## src/rtl/core/cafl_pkg.sv

```systemverilog
// Package for the 8-bit ALU with flag register: operation codes and the flag bundle.
// Depends on nothing; imported by cafl_alu, cpu_alu_with_flags_core, alu_flags_checker and tb_top.
package cafl_pkg;

  localparam int unsigned CmdWidth  = 5;
  localparam int unsigned WordWidth = 16;
  localparam int unsigned ByteWidth = 8;
  localparam int unsigned IdxWidth  = 3;

  typedef enum logic [CmdWidth-1:0] {
    CMD_ADD   = 5'd0,
    CMD_ADC   = 5'd1,
    CMD_SUB   = 5'd2,
    CMD_SBC   = 5'd3,
    CMD_AND   = 5'd4,
    CMD_XOR   = 5'd5,
    CMD_OR    = 5'd6,
    CMD_CP    = 5'd7,
    CMD_INC8  = 5'd8,
    CMD_DEC8  = 5'd9,
    CMD_ADD16 = 5'd10,
    CMD_INC16 = 5'd11,
    CMD_DEC16 = 5'd12,
    CMD_RLC   = 5'd13,
    CMD_RRC   = 5'd14,
    CMD_RL    = 5'd15,
    CMD_RR    = 5'd16,
    CMD_SLA   = 5'd17,
    CMD_SRA   = 5'd18,
    CMD_SWAP  = 5'd19,
    CMD_SRL   = 5'd20,
    CMD_BIT   = 5'd21,
    CMD_RES   = 5'd22,
    CMD_SET   = 5'd23
  } cmd_e;

  typedef struct packed {
    logic z;
    logic n;
    logic h;
    logic c;
  } flags_t;

endpackage

```

## src/rtl/core/cafl_alu.sv

```systemverilog
// Combinational datapath of the ALU: result, write-back enable and new flags.
// Depends on cafl_pkg for the operation codes and the flag bundle.
module cafl_alu import cafl_pkg::*; (
  input  logic [CmdWidth-1:0]  cmd_i,
  input  logic [WordWidth-1:0] operand_a_i,
  input  logic [WordWidth-1:0] operand_b_i,
  input  logic [IdxWidth-1:0]  bit_index_i,
  input  flags_t               flags_i,
  output logic [WordWidth-1:0] result_o,
  output logic                 writes_back_o,
  output flags_t               flags_o
);

  logic [ByteWidth-1:0] a;
  logic [ByteWidth-1:0] b;
  logic                 cin;
  logic [ByteWidth:0]   add9;
  logic [ByteWidth:0]   sub9;
  logic [4:0]           add_nib;
  logic [4:0]           sub_nib;
  logic                 cin_sel;
  logic [WordWidth:0]   add17;
  logic [12:0]          add13;
  logic [ByteWidth-1:0] mask;
  logic [ByteWidth-1:0] r8;

  assign a       = operand_a_i[ByteWidth-1:0];
  assign b       = operand_b_i[ByteWidth-1:0];
  assign cin     = flags_i.c;
  assign cin_sel = (cmd_i == CMD_ADC || cmd_i == CMD_SBC) ? cin : 1'b0;
  assign add9    = {1'b0, a} + {1'b0, b} + {{ByteWidth{1'b0}}, cin_sel};
  assign sub9    = {1'b0, a} - {1'b0, b} - {{ByteWidth{1'b0}}, cin_sel};
  assign add_nib = {1'b0, a[3:0]} + {1'b0, b[3:0]} + {4'd0, cin_sel};
  assign sub_nib = {1'b0, a[3:0]} - {1'b0, b[3:0]} - {4'd0, cin_sel};
  assign add17   = {1'b0, operand_a_i} + {1'b0, operand_b_i};
  assign add13   = {1'b0, operand_a_i[11:0]} + {1'b0, operand_b_i[11:0]};
  assign mask    = ByteWidth'(1) << bit_index_i;

  always_comb begin
    r8            = a;
    result_o      = operand_a_i;
    writes_back_o = 1'b1;
    flags_o       = flags_i;
    case (cmd_i)
      CMD_ADD, CMD_ADC: begin
        r8      = add9[ByteWidth-1:0];
        flags_o = '{z: (r8 == '0), n: 1'b0, h: add_nib[4], c: add9[ByteWidth]};
      end
      CMD_SUB, CMD_SBC, CMD_CP: begin
        r8            = sub9[ByteWidth-1:0];
        flags_o       = '{z: (r8 == '0), n: 1'b1, h: sub_nib[4], c: sub9[ByteWidth]};
        writes_back_o = (cmd_i != CMD_CP);
      end
      CMD_AND: begin
        r8      = a & b;
        flags_o = '{z: (r8 == '0), n: 1'b0, h: 1'b1, c: 1'b0};
      end
      CMD_XOR: begin
        r8      = a ^ b;
        flags_o = '{z: (r8 == '0), n: 1'b0, h: 1'b0, c: 1'b0};
      end
      CMD_OR: begin
        r8      = a | b;
        flags_o = '{z: (r8 == '0), n: 1'b0, h: 1'b0, c: 1'b0};
      end
      CMD_INC8: begin
        r8      = a + 8'd1;
        flags_o = '{z: (r8 == '0), n: 1'b0, h: (a[3:0] == 4'hF), c: cin};
      end
      CMD_DEC8: begin
        r8      = a - 8'd1;
        flags_o = '{z: (r8 == '0), n: 1'b1, h: (a[3:0] == 4'h0), c: cin};
      end
      CMD_RLC: begin
        r8      = {a[6:0], a[7]};
        flags_o = '{z: (r8 == '0), n: 1'b0, h: 1'b0, c: a[7]};
      end
      CMD_RRC: begin
        r8      = {a[0], a[7:1]};
        flags_o = '{z: (r8 == '0), n: 1'b0, h: 1'b0, c: a[0]};
      end
      CMD_RL: begin
        r8      = {a[6:0], cin};
        flags_o = '{z: (r8 == '0), n: 1'b0, h: 1'b0, c: a[7]};
      end
      CMD_RR: begin
        r8      = {cin, a[7:1]};
        flags_o = '{z: (r8 == '0), n: 1'b0, h: 1'b0, c: a[0]};
      end
      CMD_SLA: begin
        r8      = {a[6:0], 1'b0};
        flags_o = '{z: (r8 == '0), n: 1'b0, h: 1'b0, c: a[7]};
      end
      CMD_SRA: begin
        r8      = {a[7], a[7:1]};
        flags_o = '{z: (r8 == '0), n: 1'b0, h: 1'b0, c: a[0]};
      end
      CMD_SWAP: begin
        r8      = {a[3:0], a[7:4]};
        flags_o = '{z: (r8 == '0), n: 1'b0, h: 1'b0, c: 1'b0};
      end
      CMD_SRL: begin
        r8      = {1'b0, a[7:1]};
        flags_o = '{z: (r8 == '0), n: 1'b0, h: 1'b0, c: a[0]};
      end
      CMD_BIT: begin
        writes_back_o = 1'b0;
        flags_o       = '{z: ~a[bit_index_i], n: 1'b0, h: 1'b1, c: cin};
      end
      CMD_RES: r8 = a & ~mask;
      CMD_SET: r8 = a | mask;
      default: r8 = a;
    endcase

    case (cmd_i)
      CMD_ADD16: begin
        result_o = add17[WordWidth-1:0];
        flags_o  = '{z: flags_i.z, n: 1'b0, h: add13[12], c: add17[WordWidth]};
      end
      CMD_INC16: result_o = operand_a_i + 16'd1;
      CMD_DEC16: result_o = operand_a_i - 16'd1;
      CMD_ADD, CMD_ADC, CMD_SUB, CMD_SBC, CMD_AND, CMD_XOR, CMD_OR, CMD_CP,
      CMD_INC8, CMD_DEC8, CMD_RLC, CMD_RRC, CMD_RL, CMD_RR, CMD_SLA, CMD_SRA,
      CMD_SWAP, CMD_SRL, CMD_BIT, CMD_RES, CMD_SET: begin
        result_o = {{(WordWidth-ByteWidth){1'b0}}, r8};
      end
      default: begin
        // Unassigned codes pass operand A through and touch no flag.
        result_o      = operand_a_i;
        writes_back_o = 1'b0;
        flags_o       = flags_i;
      end
    endcase
  end

endmodule

```

## src/rtl/core/cpu_alu_with_flags_core.sv

```systemverilog
// Top level of the 8-bit ALU with a stored Z/N/H/C flag register.
// Depends on cafl_pkg and cafl_alu.
//
// Each operation passes through an input register and then a result register on
// its way to the output, and a new operation can be taken in every cycle while
// the result side is not stalled. This throughput of one operation per cycle is
// set by the flag loop: the flag register is updated when an operation moves
// into the result register and feeds the next operation straight away. The flag
// outputs are read from that flag register, which is cleared by reset.
module cpu_alu_with_flags_core import cafl_pkg::*; (
  input  logic                 clk_i,
  input  logic                 rst_ni,
  input  logic                 in_valid_i,
  output logic                 in_stall_o,
  input  logic [CmdWidth-1:0]  cmd_i,
  input  logic [WordWidth-1:0] operand_a_i,
  input  logic [WordWidth-1:0] operand_b_i,
  input  logic [IdxWidth-1:0]  bit_index_i,
  output logic                 out_valid_o,
  input  logic                 out_stall_i,
  output logic [WordWidth-1:0] result_o,
  output logic                 writes_back_o,
  output logic                 zero_flag_o,
  output logic                 subtract_flag_o,
  output logic                 half_carry_flag_o,
  output logic                 carry_flag_o
);

  logic                 in_valid_q;
  logic [CmdWidth-1:0]  cmd_q;
  logic [WordWidth-1:0] operand_a_q;
  logic [WordWidth-1:0] operand_b_q;
  logic [IdxWidth-1:0]  bit_index_q;

  logic                 out_valid_q;
  logic [WordWidth-1:0] result_q;
  logic [WordWidth-1:0] result_d;
  logic                 writes_back_q;
  logic                 writes_back_d;
  flags_t               flags_q;
  flags_t               flags_d;

  logic                 out_load;
  logic                 in_load;

  // The result register loads when it is empty or its transfer completes.
  assign out_load   = ~out_valid_q | ~out_stall_i;
  assign in_stall_o = in_valid_q & ~out_load;
  assign in_load    = in_valid_i & ~in_stall_o;

  always_ff @(posedge clk_i or negedge rst_ni) begin
    if (!rst_ni) begin
      in_valid_q <= 1'b0;
    end else if (!in_stall_o) begin
      in_valid_q <= in_valid_i;
    end
  end

  always_ff @(posedge clk_i) begin
    if (in_load) begin
      cmd_q       <= cmd_i;
      operand_a_q <= operand_a_i;
      operand_b_q <= operand_b_i;
      bit_index_q <= bit_index_i;
    end
  end

  cafl_alu u_alu (
    .cmd_i         (cmd_q),
    .operand_a_i   (operand_a_q),
    .operand_b_i   (operand_b_q),
    .bit_index_i   (bit_index_q),
    .flags_i       (flags_q),
    .result_o      (result_d),
    .writes_back_o (writes_back_d),
    .flags_o       (flags_d)
  );

  always_ff @(posedge clk_i or negedge rst_ni) begin
    if (!rst_ni) begin
      out_valid_q <= 1'b0;
      flags_q     <= '0;
    end else if (out_load) begin
      out_valid_q <= in_valid_q;
      if (in_valid_q) begin
        flags_q <= flags_d;
      end
    end
  end

  always_ff @(posedge clk_i) begin
    if (out_load && in_valid_q) begin
      result_q      <= result_d;
      writes_back_q <= writes_back_d;
    end
  end

  assign out_valid_o       = out_valid_q;
  assign result_o          = result_q;
  assign writes_back_o     = writes_back_q;
  assign zero_flag_o       = flags_q.z;
  assign subtract_flag_o   = flags_q.n;
  assign half_carry_flag_o = flags_q.h;
  assign carry_flag_o      = flags_q.c;

endmodule

```

## config.mk

```make
export PLATFORM = sky130hd
export DESIGN_NAME = cpu_alu_with_flags_core
export DESIGN_NICKNAME = d
export VERILOG_FILES = /design/src/rtl/core/cafl_pkg.sv /design/src/rtl/core/cafl_alu.sv /design/src/rtl/core/cpu_alu_with_flags_core.sv
export SDC_FILE = /design/constraint.sdc
export NUM_CORES = 1
export LEC_CHECK = 0
export BUFFER_PORTS_ARGS = -buffer_cell sky130_fd_sc_hd__buf_2
export CAP_MARGIN = 15
export CORE_ASPECT_RATIO = 1.25
export CORE_MARGIN = 2
export CORE_UTILIZATION = 50
export CTS_CLUSTER_SIZE = 8
export DETAILED_ROUTE_END_ITERATION = 6
export PLACE_DENSITY = 0.7
export SYNTH_ARGS = -nofsm -noshare
export SYNTH_HDL_FRONTEND = slang
export SYNTH_HIERARCHICAL = 1
export SYNTH_SLANG_ARGS = --single-unit
```

## constraint.sdc

```tcl
create_clock -name clk_i -period 7.3 [get_ports clk_i]
set_clock_uncertainty 0.05 [all_clocks]
set_input_delay 1.095 -clock clk_i [delete_from_list [all_inputs] [get_ports clk_i]]
set_output_delay 1.095 -clock clk_i [all_outputs]
set_load 0.02 [all_outputs]
```

; Yosys cells after proc, flatten, opt, wreduce, memory -nomap -nowiden
; Cells that the tools add are included.
[classes]
addsub = 14
n_mul = 0
div = 0
n_lt_le_gt_ge = 1
eq_ne = 30
shifts = 1
mux = 8
n_bitwise = 15
reduce_logical = 29
[ops]
columns = op, n
row1 = $pmux 8 s17, 1
row2 = $logic_not 8->1, 13
row3 = $pmux 16 s4, 1
row4 = $pmux 4 s16, 1
row5 = $eq 5x4->1 const B, 8
row6 = $eq 5x5->1 const B, 8
row7 = $reduce_or 24->1, 1
row8 = $reduce_or 23->1, 1
row9 = $reduce_or 21->1, 1
row10 = $eq 5x3->1 const B, 4
row11 = $add 16x16->17, 1
row12 = $ne 17x1->1 const B, 1
row13 = $add 16x1->16 const B, 1
row14 = $and 8x8->8, 2
row15 = $or 8x8->8, 2
row16 = $reduce_bool 16->1, 1
row17 = $sub 16x1->16 const B, 1
row18 = $logic_not 7->1, 2
row19 = $ne 14x1->1 const B, 1
row20 = $add 12x12->13, 1
row21 = $eq 5x2->1 const B, 2
row22 = $add 8x8->9, 1
row23 = $add 9x1->9, 1
row24 = $sub 8x8->9, 1
row25 = other kinds (32), 41
[totals]
register_bits = 63
latch_bits = 0
mem_bits_rw = 0
romBits = 0
elab_cells = 110
n_memories = 0

; Depth between registers and ports, before layout
[depth]
ltp_word = 7
mapped_depth = 15

; By module
; Netlist, hierarchy kept.
[by_module_without_submodules]
columns = module, instances, cells_each, area_each_um2, seq_area_each_um2
row1 = cafl_alu, 1, 662, 4692.0, 0.0
row2 = cpu_alu_with_flags_core, 1, 73, 1955.6, 1861.8

; Worst setup path before layout
; OpenSTA, ideal clock, no wires.
[synth_path]
path_type = reg2reg
from = register cmd_q[3]
to = register flags_q (netlist bit carry_flag_o)
setup_time_ns = 0.125
t_arrival_ns = 3.213
setup_slack_ns = 3.912
path_stages_with_launch = 16
n_path_buf = 2
synth_period_minus_slack_ns = 3.388
cell_sequence = edfxtp_1 buf_6 buf_4 nor2_1 nand3_1 fa_1 inv_1 fa_1 nand2b_1 a2111oi_2 o21bai_1 a21oi_1 xnor2_1 o22ai_1 a211o_1 mux2_2
[synth_lines]
columns = element, line
row1 = from (decl), cpu_alu_with_flags_core.sv:30  ; logic [CmdWidth-1:0] cmd_q;
row2 = from (signal assigned), cpu_alu_with_flags_core.sv:61  ; cmd_q <= cmd_i;
row3 = to (signal assigned), cpu_alu_with_flags_core.sv:86  ; flags_q <= flags_d;
row4 = to (decl), cpu_alu_with_flags_core.sv:40  ; flags_t flags_q;

; Worst setup path after layout
[layout_path]
from = register cmd_q[4]
to = register result_q[14] (netlist: result_o[14]), data pin
[layout_between]
elab_chain_cells = 3
elab_cells_between_ends = 26
classes_between = 23 x eq/ne / 1 x mux / 2 x reduce/logical
[layout_rtl]
columns = element, line
row1 = "$eq 5x2->1, or another cell as far along", cafl_alu.sv:115  ; case (cmd_i)
row2 = $reduce_or 21->1, n/a
row3 = $pmux 16 s4 (*), cafl_alu.sv:115
row4 = net result_d[14], cpu_alu_with_flags_core.sv:37  ; logic [WordWidth-1:0] result_d;
row5 = to (signal assigned), cpu_alu_with_flags_core.sv:93  ; result_q <= result_d;
row6 = to (decl), cpu_alu_with_flags_core.sv:36  ; logic [WordWidth-1:0] result_q;
; The timed path passes the listed nets; every way through them passes the cells marked *.
; A chain may end at the register's enable or synchronous reset.

==> flow_summary.ini <==
[outcome]
status = finished, final reports clean

[sta]
fin_tns_setup_ns = 0
rsz0062_at_grt = no
worstMarginPinSlew_ns = 1.03
maxSlewViolCount = 0
timing.fmax_mhz = 244
hold_slack_ns = 0.481
max_slew_margin_pct = 31.3
report.final.setup_viol = 0
setup_ws_ns = 3.20
hold_viol = 0
final.min_clock_period_ns = 4.10
min_period_over_period_pct = 56.1

[synth]
ys_warn_count = 6
syn_area_um2 = 6650
synth_fa_ha_area_share_pct = 12.5
synth_top_family_by_area = compound AO/OA/AOI/OAI gates
synth.area.top_cells = edfxtp_1 (26%), ha_1 (11%), xnor2_1 (4.5%)
synthTopCellsByCount = nand2_1 (58), edfxtp_1 (57), ha_1 (57), o21ai_0 (48), a21oi_1 (42)
synth_ff_type = edfxtp_1
yosysSeqAreaShare_pct = 28.0
synth_edf_count = 57
synth.top_cell.area_share_pct = 25.7
async_reset_ff_share_pct = 9.52
synth.most_common_cell = nand2_1
synthMuxAreaShare_pct = 2.39
yosys.area.top_type = edfxtp_1
synth-seq-cells = 63
synth_xor_area_share_pct = 6.46
syn-instance-count = 735
synth_compound_area_share_pct = 25.9
synth_nets = 842
synthSimpleGateAreaFrac_pct = 18.7
synth_cell_type_count = 93
syn_avg_cell_area_um2 = 9.04

[power_and_ir_drop]
p_per_area_nw_per_um2 = 199
p_total_mw = 1.47
p_comb_share_pct = 32.0
power.share.switching_pct = 35.8
clkPwrFrac_pct = 36.5
peakVddDrop_mv = 0.221
p_int_mw = 0.942
seqPwrFrac_pct = 31.5
p_leak_nw = 2.97
p_sw_mw = 0.526

[place]
gp_congestion = 1.06
dpl.cell_count = 943
dpl_worst_slack_ns = 3.33
dpl.hpwl_um = 17800
port_buffers = 66
dpl-instance-area_um2 = 7020

[die]
coreArea_um2 = 13100
start_util_pct = 50.7
io_pins = 67
rows = 47
die_area_um2 = 14200
die_w_um = 107
die_h_um = 133

[detailed_routing]
wl_per_cell_um = 25.7
via_count = 6445
drc = 0
finalWirelength_um = 24600
ant_nets = 0
drtIter0Drc = 687
firstDrtPassIters = 5
via_per_inst = 6.72

[worst_setup_path]
end_kind = flip-flop
arrival_ns = 4.13
cp-start-kind = flip-flop
cp.required_ns = 7.33
crit_slowest_cell = and3_1
critical_path.top_delay_family = compound AO/OA/AOI/OAI gates
path_cells = buf_4 -> nor2_4 -> and3_1 -> ha_1 -> a211oi_1 -> o21ai_1 -> a21o_1 -> a2111oi_2 -> o31ai_1 -> xnor2_1 -> o221ai_1
crit_buf_inv = 1
critical-path-max-stage-delay_ns = 0.74
path_max_fanout = 35
crit_type = flip-flop to flip-flop

[final_layout]
drive_above_1_share_pct = 17.8
finalInstanceArea_um2 = 7380
utilization_pct = 56.3
layout.nets = 890
syn_to_final_growth_pct = 11.0
multi_input_area_um2 = 4390
fin_cells = 959
regArea_um2 = 1860
n_antenna_cell = 0
fillers = 1192

[clocking]
clock_sinks = 63
clockBufferDepth = 2
insertion_delay_ns = 0.36
ctsHoldBuffers = 0
postCtsSetupBuffers = 0
ctsResizeCount = 0
clkTransAtPathRegs_ns = 0.07
ctsHtreeMaxLevel = 3
ctsRootBufferMaster = clkbuf_16
cts_tree = built
cts_made_buffers = 9

[grt]
grt-ovfl-total = 0
grt_use_total_pct = 35.1
grt_pass1_wl_um = 37600
grt_max_degree = 44
grt_pass1_vias = 6397
antenna_found_initial = 1

[hold_path]
hp-class = flip-flop to flip-flop

[flow_run]
maxCapViolations = 0
[final timing paths]
| check | slack, ns | start | end | cells past startpoint |
|---|---|---|---|---|
| max | 3.20 | cmd_q[4] | result_o[14] | 11 |
| min | 0.48 | in_valid_q | out_valid_o | 1 |
| max reg2reg | 3.20 | cmd_q[4] | result_o[14] | 11 |
| min reg2reg | 0.48 | in_valid_q | out_valid_o | 1 |
| max in group asynchronous | 6.51 | rst_ni | carry_flag_o | 1 |
| min in group asynchronous | 0.51 | rst_ni | zero_flag_o | 1 |
[power groups by stage]
stage	Clock (mW)	Combinational (mW)	Sequential, mW
after CTS	0.542	0.458	0.462
after floorplan	0	0.299	0.485
after global routing	0.552	0.501	0.465
after global placement	0	0.451	0.468
after detailed placement	0	0.454	0.469
final	0.536	0.471	0.462
[routing by layer]
metal	wire length (um)	global-route usage, %	part of all wire, %	vias up
li1	-	-	-	2888
met1	9280	44.1	38	3080
met2	11900	57.6	48	393
met3	2060	5.42	8.3	84
met4	1380	19.0	5.6	0
met5	0	0	0	-
[flip-flops by register name, summed over array words and instances, names as in the netlist, 3 cells and up]
register,cells
bit_index_q,3
cmd_q,5
operand_a_q,16
operand_b_q,16
result_o,16
[worst register-to-register path, cell delays in order (launching register included)]
cell and delay (ns):
edfxtp_1 0.37, buf_4 0.27, nor2_4 0.34, and3_1 0.74, ha_1 0.43, a211oi_1 0.29, o21ai_1 0.11, a21o_1 0.24
a2111oi_2 0.50, o31ai_1 0.17, xnor2_1 0.19, o221ai_1 0.13
[cell usage in the layout (no fill, tap or decap), drive strengths merged, types with 7 or more instances in the layout]
| cell type | Yosys | routed |
|---|---|---|
| and2 | 12 | 12 |
| nand3 | 21 | 21 |
| o211ai | 7 | 7 |
| clkbuf | 10 | 9 |
| o22ai | 13 | 13 |
| o21a | 8 | 8 |
| buf | 33 | 80 |
| nand2b | 9 | 9 |
| xnor2 | 34 | 34 |
| nor2b | 9 | 9 |
| mux2i | 8 | 8 |
| a211oi | 8 | 8 |
| a221oi | 12 | 12 |
| a22oi | 12 | 12 |
| o221ai | 8 | 8 |
| a21o | 17 | 17 |
| edfxtp | 57 | 57 |
| nor3 | 12 | 12 |
| nor4 | 14 | 14 |
| nand4 | 10 | 10 |
| nand2 | 58 | 58 |
| ha | 57 | 57 |
| inv | 33 | 36 |
| a21oi | 46 | 46 |
| and3 | 8 | 8 |
| xor2 | 15 | 15 |
| nor2 | 43 | 43 |
| o21ai | 59 | 59 |
[final cells by class]
cell class | count | area share [%]
Clock buffer | 9 | 3.05
Clock inverter | 7 | 1.73
Inverter | 34 | 1.73
Multi-Input combinational cell | 595 | 59.4
Sequential cell | 63 | 25.2
Tap cell | 171 | 2.90
Timing Repair Buffer | 80 | 5.90
[cells by family (layout without fill, tap and decap cells)]
family / count (synthesis) / in the layout
simple gates: 224 / 224
mux: 14 / 14
compound gates: 245 / 245
buf+inv: 77 / 130
flops: 63 / 63
xor+xnor: 49 / 49
fa+ha+maj: 63 / 63
Note: power is estimated with default switching activity, not from simulation.
